File: config.mk
export PLATFORM = sky130hd
export DESIGN_NAME = color_table_breakpoint_extractor_top
export DESIGN_NICKNAME = d
export VERILOG_FILES = /design/src/rtl/ctbe_pkg.sv /design/src/rtl/ctbe_key_gen.sv /design/src/rtl/ctbe_out_queue.sv /design/src/rtl/color_table_breakpoint_extractor_top.sv
export SDC_FILE = /design/constraint.sdc
export NUM_CORES = 1
export LEC_CHECK = 0
export CORE_MARGIN = 2
export CORE_UTILIZATION = 30
export CTS_CLUSTER_DIAMETER = 80
export DETAILED_ROUTE_END_ITERATION = 7
export DONT_BUFFER_PORTS = 1
export GPL_TIMING_DRIVEN = 1
export PLACE_DENSITY = 0.42
export SLEW_MARGIN = 20
export SYNTH_ARGS = -nofsm -noshare
export SYNTH_HDL_FRONTEND = slang
export SYNTH_SLANG_ARGS = --single-unit
File: constraint.sdc
create_clock -name clk -period 8.7 [get_ports clk]
set_input_delay 0.435 -clock clk [delete_from_list [all_inputs] [get_ports clk]]
set_output_delay 0.435 -clock clk [all_outputs]
set_load 0.05 [all_outputs]
File: src/rtl/ctbe_pkg.sv
`timescale 1ns / 1ps

package ctbe_pkg;

    localparam int CH_W    = 8;
    localparam int POS_W   = 12;
    localparam int DELTA_W = CH_W + 1;

    // one input word: a color-table sample
    typedef struct packed {
        logic [CH_W-1:0] red;
        logic [CH_W-1:0] green;
        logic [CH_W-1:0] blue;
        logic [CH_W-1:0] alpha;
        logic            last_sample;
    } sample_t;

    // one output word: a breakpoint key
    typedef struct packed {
        logic [POS_W-1:0] key_position;
        logic [CH_W-1:0]  left_red;
        logic [CH_W-1:0]  left_green;
        logic [CH_W-1:0]  left_blue;
        logic [CH_W-1:0]  left_alpha;
        logic [CH_W-1:0]  right_red;
        logic [CH_W-1:0]  right_green;
        logic [CH_W-1:0]  right_blue;
        logic [CH_W-1:0]  right_alpha;
        logic             split_key;
        logic             end_of_set;
    } key_t;

    // per-channel slope, current minus previous sample
    typedef logic signed [DELTA_W-1:0] delta_t;

    // which keys the current sample produces
    typedef struct packed {
        logic has_key;
        logic has_end;
    } kg_status_t;

endpackage

File: src/rtl/ctbe_key_gen.sv
`timescale 1ns / 1ps

module ctbe_key_gen
    import ctbe_pkg::*;
#(
    parameter int MAX_SAMPLES = 4096
)
(
    input  logic       clk,
    input  logic       rst_n,
    input  sample_t    sample,
    input  logic       take,
    output key_t       key0,
    output key_t       key1,
    output kg_status_t status
);

    localparam int IDX_W = (MAX_SAMPLES > 2) ? $clog2(MAX_SAMPLES) : 1;
    localparam logic [IDX_W-1:0] IDX_MAX = IDX_W'(MAX_SAMPLES - 1);
    localparam logic [IDX_W-1:0] IDX_ONE = IDX_W'(1);

    logic [IDX_W-1:0] idx_reg;
    logic [IDX_W-1:0] idx_next;
    logic [CH_W-1:0]  prev_reg  [4];
    logic [CH_W-1:0]  prev_next [4];
    delta_t           dlt_reg   [4];
    delta_t           dlt_next  [4];

    logic [CH_W-1:0]        cur [4];
    delta_t                 nd  [4];
    logic                   changed;
    logic                   nonzero;
    logic [POS_W+IDX_W-1:0] pos_ext;
    logic [POS_W-1:0]       pos;
    key_t                   key_a;
    key_t                   key_e;

    assign cur[0] = sample.red;
    assign cur[1] = sample.green;
    assign cur[2] = sample.blue;
    assign cur[3] = sample.alpha;

    assign pos_ext = (POS_W+IDX_W)'(idx_reg);
    assign pos     = pos_ext[POS_W-1:0];

    always_comb
    begin
        changed = 1'b0;
        nonzero = 1'b0;
        for (int c = 0; c < 4; c++)
        begin
            nd[c] = delta_t'({1'b0, cur[c]}) - delta_t'({1'b0, prev_reg[c]});
            if (nd[c] != dlt_reg[c])
                changed = 1'b1;
            if (cur[c] != prev_reg[c])
                nonzero = 1'b1;
        end
    end

    // key at this index: start key, split key or plain key
    always_comb
    begin
        key_a = '0;
        key_a.end_of_set = 1'b0;
        if (idx_reg == IDX_ONE)
        begin
            key_a.key_position = '0;
            key_a.left_red    = prev_reg[0];
            key_a.left_green  = prev_reg[1];
            key_a.left_blue   = prev_reg[2];
            key_a.left_alpha  = prev_reg[3];
            key_a.right_red   = prev_reg[0];
            key_a.right_green = prev_reg[1];
            key_a.right_blue  = prev_reg[2];
            key_a.right_alpha = prev_reg[3];
            key_a.split_key   = 1'b0;
        end
        else
        begin
            key_a.key_position = pos;
            key_a.left_red    = nonzero ? prev_reg[0] : cur[0];
            key_a.left_green  = nonzero ? prev_reg[1] : cur[1];
            key_a.left_blue   = nonzero ? prev_reg[2] : cur[2];
            key_a.left_alpha  = nonzero ? prev_reg[3] : cur[3];
            key_a.right_red   = cur[0];
            key_a.right_green = cur[1];
            key_a.right_blue  = cur[2];
            key_a.right_alpha = cur[3];
            key_a.split_key   = nonzero;
        end
    end

    always_comb
    begin
        key_e.key_position = pos;
        key_e.left_red    = cur[0];
        key_e.left_green  = cur[1];
        key_e.left_blue   = cur[2];
        key_e.left_alpha  = cur[3];
        key_e.right_red   = cur[0];
        key_e.right_green = cur[1];
        key_e.right_blue  = cur[2];
        key_e.right_alpha = cur[3];
        key_e.split_key   = 1'b0;
        key_e.end_of_set  = 1'b1;
    end

    always_comb
    begin
        status.has_key = 1'b0;
        status.has_end = 1'b0;
        if (idx_reg != '0)
        begin
            status.has_key = (idx_reg == IDX_ONE) || changed;
            status.has_end = sample.last_sample;
        end
    end

    // end key moves up when it is the only key
    assign key0 = status.has_key ? key_a : key_e;
    assign key1 = key_e;

    always_comb
    begin
        idx_next = idx_reg;
        for (int c = 0; c < 4; c++)
        begin
            prev_next[c] = prev_reg[c];
            dlt_next[c]  = dlt_reg[c];
        end
        if (take)
        begin
            for (int c = 0; c < 4; c++)
            begin
                prev_next[c] = cur[c];
                dlt_next[c]  = (idx_reg == '0) ? '0 : nd[c];
            end
            if (idx_reg == '0)
                idx_next = sample.last_sample ? '0 : IDX_ONE;
            else if (sample.last_sample)
                idx_next = '0;
            else if (idx_reg != IDX_MAX)
                idx_next = idx_reg + IDX_ONE;
        end
    end

    always_ff @(posedge clk or negedge rst_n)
    begin
        if (!rst_n)
        begin
            idx_reg <= '0;
            for (int c = 0; c < 4; c++)
            begin
                prev_reg[c] <= '0;
                dlt_reg[c]  <= '0;
            end
        end
        else
        begin
            idx_reg <= idx_next;
            for (int c = 0; c < 4; c++)
            begin
                prev_reg[c] <= prev_next[c];
                dlt_reg[c]  <= dlt_next[c];
            end
        end
    end

endmodule

File: src/rtl/ctbe_out_queue.sv
`timescale 1ns / 1ps

module ctbe_out_queue
    import ctbe_pkg::*;
(
    input  logic       clk,
    input  logic       rst_n,
    input  logic [1:0] push_num,
    input  key_t       push0,
    input  key_t       push1,
    output logic [1:0] free_slots,
    output logic       key_valid,
    input  logic       key_stall,
    output key_t       key
);

    logic [1:0] cnt_reg;
    logic [1:0] cnt_next;
    key_t       slot0_reg;
    key_t       slot0_next;
    key_t       slot1_reg;
    key_t       slot1_next;

    logic       pop;
    logic [1:0] cnt_left;

    assign pop        = (cnt_reg != 2'd0) && !key_stall;
    assign cnt_left   = cnt_reg - {1'b0, pop};
    assign free_slots = 2'd2 - cnt_left;
    assign key_valid  = (cnt_reg != 2'd0);
    assign key        = slot0_reg;

    always_comb
    begin
        slot0_next = pop ? slot1_reg : slot0_reg;
        slot1_next = slot1_reg;
        if (push_num != 2'd0)
        begin
            if (cnt_left == 2'd0)
                slot0_next = push0;
            else
                slot1_next = push0;
        end
        if (push_num == 2'd2)
            slot1_next = push1;
        cnt_next = cnt_left + push_num;
    end

    always_ff @(posedge clk or negedge rst_n)
    begin
        if (!rst_n)
            cnt_reg <= 2'd0;
        else
            cnt_reg <= cnt_next;
    end

    always_ff @(posedge clk)
    begin
        slot0_reg <= slot0_next;
        slot1_reg <= slot1_next;
    end

endmodule

File: src/rtl/color_table_breakpoint_extractor_top.sv
`timescale 1ns / 1ps

// color-table breakpoint extractor
// input channel (sample_valid / sample_stall / sample): one RGBA sample per
//   word, last_sample set on the final sample of a table
// output channel (key_valid / key_stall / key): breakpoint keys in ascending
//   position order, end_of_set set on the end key of each table
// a sample produces zero, one or two keys; a one-sample table produces none
// order: a sample lands in the input register on the edge it is taken; once
//   the two-entry output queue has room for all its keys they are written
//   into it, and key_valid follows from the registered queue count
// throughput: one sample per cycle while samples give at most one key each
//   and key_stall stays low; the queue drains one word per unstalled cycle,
//   so a sample's second key shows as a stall once the queue has filled up
// back pressure: key_stall holds the queue head; the input register waits
//   until the queue has room for all keys of its sample, and while it waits
//   sample_stall is high and the producer holds its word
// reset: clears the sample index, the stored sample and slopes, the input
//   valid flag and the queue count, so the next sample starts a new table
module color_table_breakpoint_extractor_top
    import ctbe_pkg::*;
#(
    parameter int MAX_SAMPLES = 4096
)
(
    input  logic    clk,
    input  logic    rst_n,
    input  logic    sample_valid,
    output logic    sample_stall,
    input  sample_t sample,
    output logic    key_valid,
    input  logic    key_stall,
    output key_t    key
);

    // input register
    sample_t    in_reg;
    logic       in_vld_reg;
    logic       in_vld_next;

    logic       accept;
    logic       process;
    logic [1:0] need;
    logic [1:0] push_num;
    logic [1:0] free_slots;
    key_t       key0;
    key_t       key1;
    kg_status_t status;

    assign need     = {1'b0, status.has_key} + {1'b0, status.has_end};
    // keys leave the input register only when the queue can take all of them
    assign process  = in_vld_reg && (need <= free_slots);
    assign push_num = process ? need : 2'd0;

    assign sample_stall = in_vld_reg && !process;
    assign accept       = sample_valid && !sample_stall;
    assign in_vld_next  = accept || (in_vld_reg && !process);

    always_ff @(posedge clk or negedge rst_n)
    begin
        if (!rst_n)
            in_vld_reg <= 1'b0;
        else
            in_vld_reg <= in_vld_next;
    end

    always_ff @(posedge clk)
    begin
        if (accept)
            in_reg <= sample;
    end

    // slope tracking and key building
    ctbe_key_gen #(
        .MAX_SAMPLES (MAX_SAMPLES)
    ) u_key_gen (
        .clk    (clk),
        .rst_n  (rst_n),
        .sample (in_reg),
        .take   (process),
        .key0   (key0),
        .key1   (key1),
        .status (status)
    );

    // output queue, also the skid between the two sides
    ctbe_out_queue u_out_queue (
        .clk        (clk),
        .rst_n      (rst_n),
        .push_num   (push_num),
        .push0      (key0),
        .push1      (key1),
        .free_slots (free_slots),
        .key_valid  (key_valid),
        .key_stall  (key_stall),
        .key        (key)
    );

`ifndef NO_ASSERTIONS
    // a key without a split carries one color on both sides
    assert property (@(posedge clk) disable iff (!rst_n)
        key_valid && !key.split_key |->
            key.left_red == key.right_red && key.left_green == key.right_green &&
            key.left_blue == key.right_blue && key.left_alpha == key.right_alpha)
    else $error("plain key with differing left and right colors");

    // the end key is never a split key
    assert property (@(posedge clk) disable iff (!rst_n)
        key_valid && key.end_of_set |-> !key.split_key)
    else $error("end key marked as split");

    // a held sample is never dropped
    assert property (@(posedge clk) disable iff (!rst_n)
        in_vld_reg && !process |=> in_vld_reg && $stable(in_reg))
    else $error("held sample lost from input register");

    // two keys from one sample always end with the end key
    assert property (@(posedge clk) disable iff (!rst_n)
        process && need == 2'd2 |-> key1.end_of_set && !key0.end_of_set)
    else $error("key pair out of order");
`endif

endmodule

==> flow_metrics.env, run 1 <==
export IMPL_status="complete, no violations"
export IMPL_rsz0062_at_grt="false"
export IMPL_fmax_mhz=145
export IMPL_syn_nets=1593
export IMPL_port_buffer_count=0
export IMPL_clk_pin_slew_ns=0.06
export IMPL_max_stage_delay_ns=0.84
export IMPL_cts_path_max_buffers=3
export IMPL_grt_max_degree=85
export IMPL_row_count=79
export IMPL_synth_ff_latch_count=272
export IMPL_synthesis_area_mm2=0.0142
export IMPL_fin_crit_sh=0.793
export IMPL_coreArea_mm2=0.0466
export IMPL_fp_dieH_um=221
export IMPL_drt_iter0_drc=914
export IMPL_die_w_um=221
export IMPL_syn_to_final_growth_pct=15.1
export IMPL_finalNonFillerCells=2137
export IMPL_timing_rr_start="in_reg[9]$_DFFE_PP_"
export IMPL_start_util=0.304
export IMPL_worstHoldStart="sample_valid"
export IMPL_setup_tns_ns=0
export IMPL_gp_congestion=0.852
export IMPL_grt_pass1_wl_um=71100
export IMPL_dp_hpwl_um=31000
export IMPL_setup_viol=0
export IMPL_synth_avg_cell_area_um2=9.39
export IMPL_synthCells=1509
export IMPL_clock_skew_ns=0.0230
export IMPL_maxCapViolCount=0
export IMPL_firstDrtPassIters=4
export IMPL_yosysSeqAreaShare=0.491
export IMPL_antenna_found_initial=1
export IMPL_wl_per_cell_um=21.7
export IMPL_arrival_ns=7.29
export IMPL_antenna_left=0
export IMPL_reg2reg_depth=21
export IMPL_grtUsageTotal=0.187
export IMPL_finalMaxSlewViolations=0
export IMPL_clock_latency_ns=0.55
export IMPL_synth_top_area_frac=0.231
export IMPL_drt_total_wl_um=46500
export IMPL_netlist_top_cells_area="edfxtp_1 (23%), dfrtp_1 (15%), dfxtp_1 (11%), nand2_1 (8.7%), ha_1 (3.8%)"
export IMPL_dieArea_mm2=0.0490
export IMPL_grt_pass1_vias=11100
export IMPL_synthArstFlopShare=0.305
export IMPL_io_pin_count=117
export IMPL_cts_tree="done"
export IMPL_dp_cells=2037
export IMPL_cp_max_fo=34
export IMPL_post_cts_buffers=0
export IMPL_min_path_cells=1
export IMPL_startpoint_type="flip-flop"
export IMPL_required_ns=9.09
export IMPL_worstMarginPinSlew_ns=1.08
export IMPL_htreeDepth=2
export IMPL_synth_edff_count=109
export IMPL_hold_viol_final=0
export IMPL_worstHoldEndpoint="in_vld_reg$_DFF_PN0_"
export IMPL_crit_slowest_cell="a21oi_4"
export IMPL_critPathKind="reg -> reg"
export IMPL_crit_top_cell="ha_1"
export IMPL_hold_class="in -> reg"
export IMPL_maxSlewHeadroom=0.279
export IMPL_finish_net_count=1586
export IMPL_final_area_mm2=0.0163
export IMPL_synth_distinct_cells=73
export IMPL_r2r_slack_ns=1.80
export IMPL_r2r_end="u_out_queue.slot1_reg[49]$_DFFE_PP_"
export IMPL_endpoint_kind="flip-flop"
export IMPL_cts_root_buf="clkbuf_16"
export IMPL_clock_sinks=272
export IMPL_synth_warnings=0
export IMPL_dp_slack_ns=1.87
export IMPL_route_detailed_drc=0
export IMPL_synthFlopType="edfxtp_1"
export IMPL_yosysTopAreaCell="edfxtp_1"
export IMPL_num_vias=11400
export IMPL_timing_final_crit_period_ns=6.90
export IMPL_finalWorstSetupSlack_ns=1.80
export IMPL_via_per_inst=5.34
export IMPL_gr_total_overflow=0
export IMPL_drive_above_1_share=0.0778
export IMPL_fillers=4707
export IMPL_dpl_instance_area_mm2=0.0148
export IMPL_numCtsBuffers=35
export IMPL_path_cells="inv_1 > ha_1 > fa_1 > xor2_2 > xnor2_1 > or4_1 > nor4_1 > nand4_1 > or4_1 > or3_1 > and2_4 > ha_1 > ha_1 > nor2b_1 > o21ai_0 > nand2_2 > buf_4 > a21oi_4 > buf_4 > nand2_1 > o2bb2ai_1"
## repair_timing
item / 4_1_cts / 5_1_grt
hold buffers: 35 / 0
resized for setup: 0 / 0
endpoints found under the hold margin: 116 / 0
## synthesized netlist by cell type, drive strengths merged (4+ instances only)
library cell and instances:
a21oi 29, o2111ai 6, dfxtp 80, a31oi 79, nand3 13, ha 43, and2 13, or3 6
fa 4, a211oi 33, o22ai 4, nand2b 18, nand4 42, nand2 328, or4 6, buf 27
a21o 10, dfrtp 83, nor2 68, a22o 33, nor2b 30, or2 5, and3 49, nor3 14
xor2 25, inv 54, o2bb2ai 33, o31ai 22, clkbuf 78, xnor2 26, a31o 5, o21ai 67
o21a 6, nor4 11, edfxtp 109, nor3b 5
## stage by stage
stage | hold slack, ns | utilization
3_3_place_gp | 0.148 | 0.317
4_1_cts | 0.0120 | 0.350
2_1_floorplan | 0.139 | -
6_report | 0.0266 | 0.351
5_1_grt | 0.00604 | 0.351
3_5_place_dp | 0.147 | 0.317
## final cells by class
class	count	area (um^2)	share of cell area
flip-flops and latches	272	6950	0.426
diodes	1	2.50	0.000153
clock buffers	48	996	0.0610
well taps	607	759	0.0465
inverters	54	203	0.0124
clock inverters	16	198	0.0121
multi-input cells	1078	6620	0.406
repair buffers	61	588	0.0360
## worst max-delay path, delay by kind of cell (launching register included)
family                   cells  cell delay (ns)
AO/OA/AOI/OAI                3             1.27
XOR/XNOR                     2             0.39
adder cells (fa/ha/maj)      4             1.35
buffers and inverters        3             0.78
flip-flops                   1             0.45
AND/OR/NAND/NOR              9             2.46
## cell families (layout without fill, tap and decap cells)
group           count (synthesis)  in the layout  share of synthesized area
simple gates                  618            618                      0.203
compound gates                357            357                      0.181
flops                         272            272                      0.491
buf+inv                       159            179                     0.0457
xor+xnor                       51             51                     0.0320
fa+ha+maj                      47             47                     0.0436
mux                             5              5                    0.00397
other cells                     0              1                          0
## cells in the final DEF (no fill, tap or decap), types with 17 or more instances in the layout
cell           netlist  final
nand2_1            328    327
edfxtp_1           109    109
dfrtp_1             83     83
dfxtp_1             80     80
a31oi_1             79     79
o21ai_0             67     66
nor2_1              68     65
inv_1               53     53
and3_1              49     49
ha_1                43     43
nand4_1             42     42
clkbuf_16            0     36
dlygate4sd3_1        0     34
a211oi_1            33     33
a22o_1              33     33
nor2b_1             30     30
a21oi_1             29     28
xnor2_1             26     26
xor2_1              24     24
buf_4                0     24
o2bb2ai_1           23     23
o31ai_1             22     22
nand2b_1            18     17
## metal layers
metal | track usage | wire length [um] | vias up
met5 | 0 | 0 | -
met4 | 0.0426 | 709 | 0
met3 | 0.0422 | 2790 | 49
met2 | 0.298 | 21300 | 278
met1 | 0.259 | 21700 | 5626
li1 | - | - | 5457
## how the worst max path moves through the flow
stage	start	endpoint	slack [ns]	cells past startpoint
floorplan	in_reg[9]$_DFFE_PP_	u_out_queue.slot1_reg[62]$_DFFE_PP_	0.93	23
global placement	in_reg[9]$_DFFE_PP_	u_out_queue.key[50]$_DFF_P_	1.87	22
detailed placement	in_reg[9]$_DFFE_PP_	u_out_queue.key[50]$_DFF_P_	1.87	22
CTS	in_reg[9]$_DFFE_PP_	u_out_queue.slot1_reg[49]$_DFFE_PP_	1.82	21
global route	in_reg[9]$_DFFE_PP_	u_out_queue.slot1_reg[53]$_DFFE_PP_	1.35	21
finish	in_reg[9]$_DFFE_PP_	u_out_queue.slot1_reg[49]$_DFFE_PP_	1.80	21
Power of run 1 is not shown: default switching activity piles up to over one toggle a cycle in this logic, so the estimate is an artifact.
==> run 2, diff against run 1 <==
- clock period: 8.7 -> 6.4 ns (I/O delays scaled with it)
==> flow_metrics.env, run 2 (same netlist as run 1, synthesis figures left out) <==
export IMPL_status="complete, no violations"
export IMPL_cts_path_max_buffers=3
export IMPL_port_buffer_count=0
export IMPL_fmax_mhz=164
export IMPL_busiest_layer="met2"
export IMPL_cts_root_buf="clkbuf_16"
export IMPL_clock_skew_ns=0.0192
export IMPL_firstDrtPassIters=5
export IMPL_cp_max_fo=32
export IMPL_grtUsageMet3=0.0390
export IMPL_startpoint_type="flip-flop"
export IMPL_layout_common_cells="nand2_1 (326), edfxtp_1 (109), dfrtp_1 (83)"
export IMPL_finish_net_count=1606
export IMPL_via_per_inst=5.32
export IMPL_critPathKind="reg -> reg"
export IMPL_timing_final_crit_period_ns=6.08
export IMPL_dieArea_mm2=0.0490
export IMPL_maxSlewHeadroom=0.316
export IMPL_grt_pass1_wl_um=72700
export IMPL_drt_total_wl_um=47600
export IMPL_antenna_left=0
export IMPL_start_util=0.304
export IMPL_clock_latency_ns=0.55
export IMPL_die_w_um=221
export IMPL_worstMarginPinSlew_ns=1.02
export IMPL_drt_iter0_drc=893
export IMPL_numCtsBuffers=35
export IMPL_use_met2=0.307
export IMPL_clock_sinks=272
export IMPL_endpoint_kind="flip-flop"
export IMPL_arrival_ns=6.49
export IMPL_syn_to_final_growth_pct=16.0
export IMPL_required_ns=6.80
export IMPL_hold_viol_final=0
export IMPL_maxCapViolCount=0
export IMPL_gr_total_overflow=0
export IMPL_antennaDiodeCount=0
export IMPL_grt_pass1_vias=11200
export IMPL_antenna_found_initial=2
export IMPL_setup_viol=0
export IMPL_dp_hpwl_um=31300
export IMPL_hold_class="in -> reg"
export IMPL_htreeDepth=2
export IMPL_fin_crit_sh=0.951
export IMPL_use_met1=0.268
export IMPL_grtUsageTotal=0.192
export IMPL_row_count=79
export IMPL_rsz0062_at_grt="false"
export IMPL_gp_congestion=0.858
export IMPL_io_pin_count=117
export IMPL_grt_max_degree=84
export IMPL_fp_dieH_um=221
export IMPL_setup_tns_ns=0
export IMPL_clk_pin_slew_ns=0.06
export IMPL_cts_tree="done"
export IMPL_finalMaxSlewViolations=0
export IMPL_wl_per_cell_um=22.1
export IMPL_coreArea_mm2=0.0466
export IMPL_final_common_cell="nand2_1"
export IMPL_drive_above_1_share=0.0879
export IMPL_num_vias=11500
export IMPL_route_detailed_drc=0
run 2: cell count changes in the layout (fill, tap and decap cells not counted), moves of 2 or more:
cell / previous run / this run
buf_4: 24 / 41
clkbuf_16: 36 / 38
buf_12: 2 / 4
clkinv_1: 4 / 1
clkinvlp_4: 0 / 2
clkbuf_1: 7 / 12
bufinv_16: 4 / 1
run 2: timing repair:
item | CTS | global route
hold buffers | 36 | 0
gates resized for setup | 0 | 1
buffers inserted | 0 | 0
setup endpoints to repair | 0 | 54
hold endpoints to repair | 117 | 0
run 2: per-layer routing:
layer,vias up,share of wire
li1,5491,-
met1,5657,0.46
met2,274,0.46
met5,-,0
met3,48,0.059
met4,0,0.016
run 2: final timing paths:
path	start	end	slack (ns)	cells after the start
worst min-delay path	sample_valid	in_reg[0]$_DFFE_PP_	0.34	2
max in group asynchronous	rst_n	u_key_gen.idx_reg[10]$_DFFE_PN0P_	5.62	2
min in group asynchronous	rst_n	u_key_gen.prev_reg[8]$_DFFE_PN0N_	0.38	2
worst max register to register	in_reg[17]$_DFFE_PP_	u_out_queue.slot1_reg[20]$_DFFE_PP_	0.32	21
worst min register to register	u_out_queue.slot1_reg[1]$_SDFFE_PP0P_	u_out_queue.slot1_reg[1]$_SDFFE_PP0P_	0.48	1
worst max-delay path	in_reg[17]$_DFFE_PP_	u_out_queue.slot1_reg[20]$_DFFE_PP_	0.32	21
run 2: final cells by class:
| type | instances | area [um^2] |
|---|---|---|
| Fill cell | 4746 | 30100 |
| Timing Repair Buffer | 81 | 766 |
| Multi-Input combinational cell | 1078 | 6620 |
| Sequential cell | 272 | 6950 |
| Clock buffer | 55 | 1060 |
| Clock inverter | 8 | 72.6 |
| Inverter | 54 | 203 |
| Tap cell | 607 | 759 |
run 2: worst max-delay path: stages, from the launching register on:
cell and delay, ns:
edfxtp_1 0.38, inv_1 0.11, ha_1 0.22, fa_1 0.52, xor2_1 0.23, o2111ai_1 0.13, or4_1 0.54, nor4_1 0.26
nand4_1 0.12, or4_1 0.59, or3_1 0.39, and2_4 0.20, ha_1 0.24, ha_1 0.30, nor2b_1 0.14, o21ai_1 0.23
nand2_2 0.16, buf_4 0.20, or2_2 0.33, nor3_2 0.20, buf_12 0.27, a22o_1 0.17
run 2: stage by stage:
step	setup slack (ns)	cell area (um^2)	hold slack, ns	utilization	cells
finish	0.316	16400	0.342	0.353	2155
detailed placement	0.299	14900	0.0343	0.321	2056
global route	0.0495	16400	0.338	0.353	2155
CTS	0.254	16400	0.301	0.353	2155
floorplan	0.382	14200	0.0244	-	1509
global placement	0.374	14900	0.0344	0.321	2056
Power of run 2 is left out for the same reason.
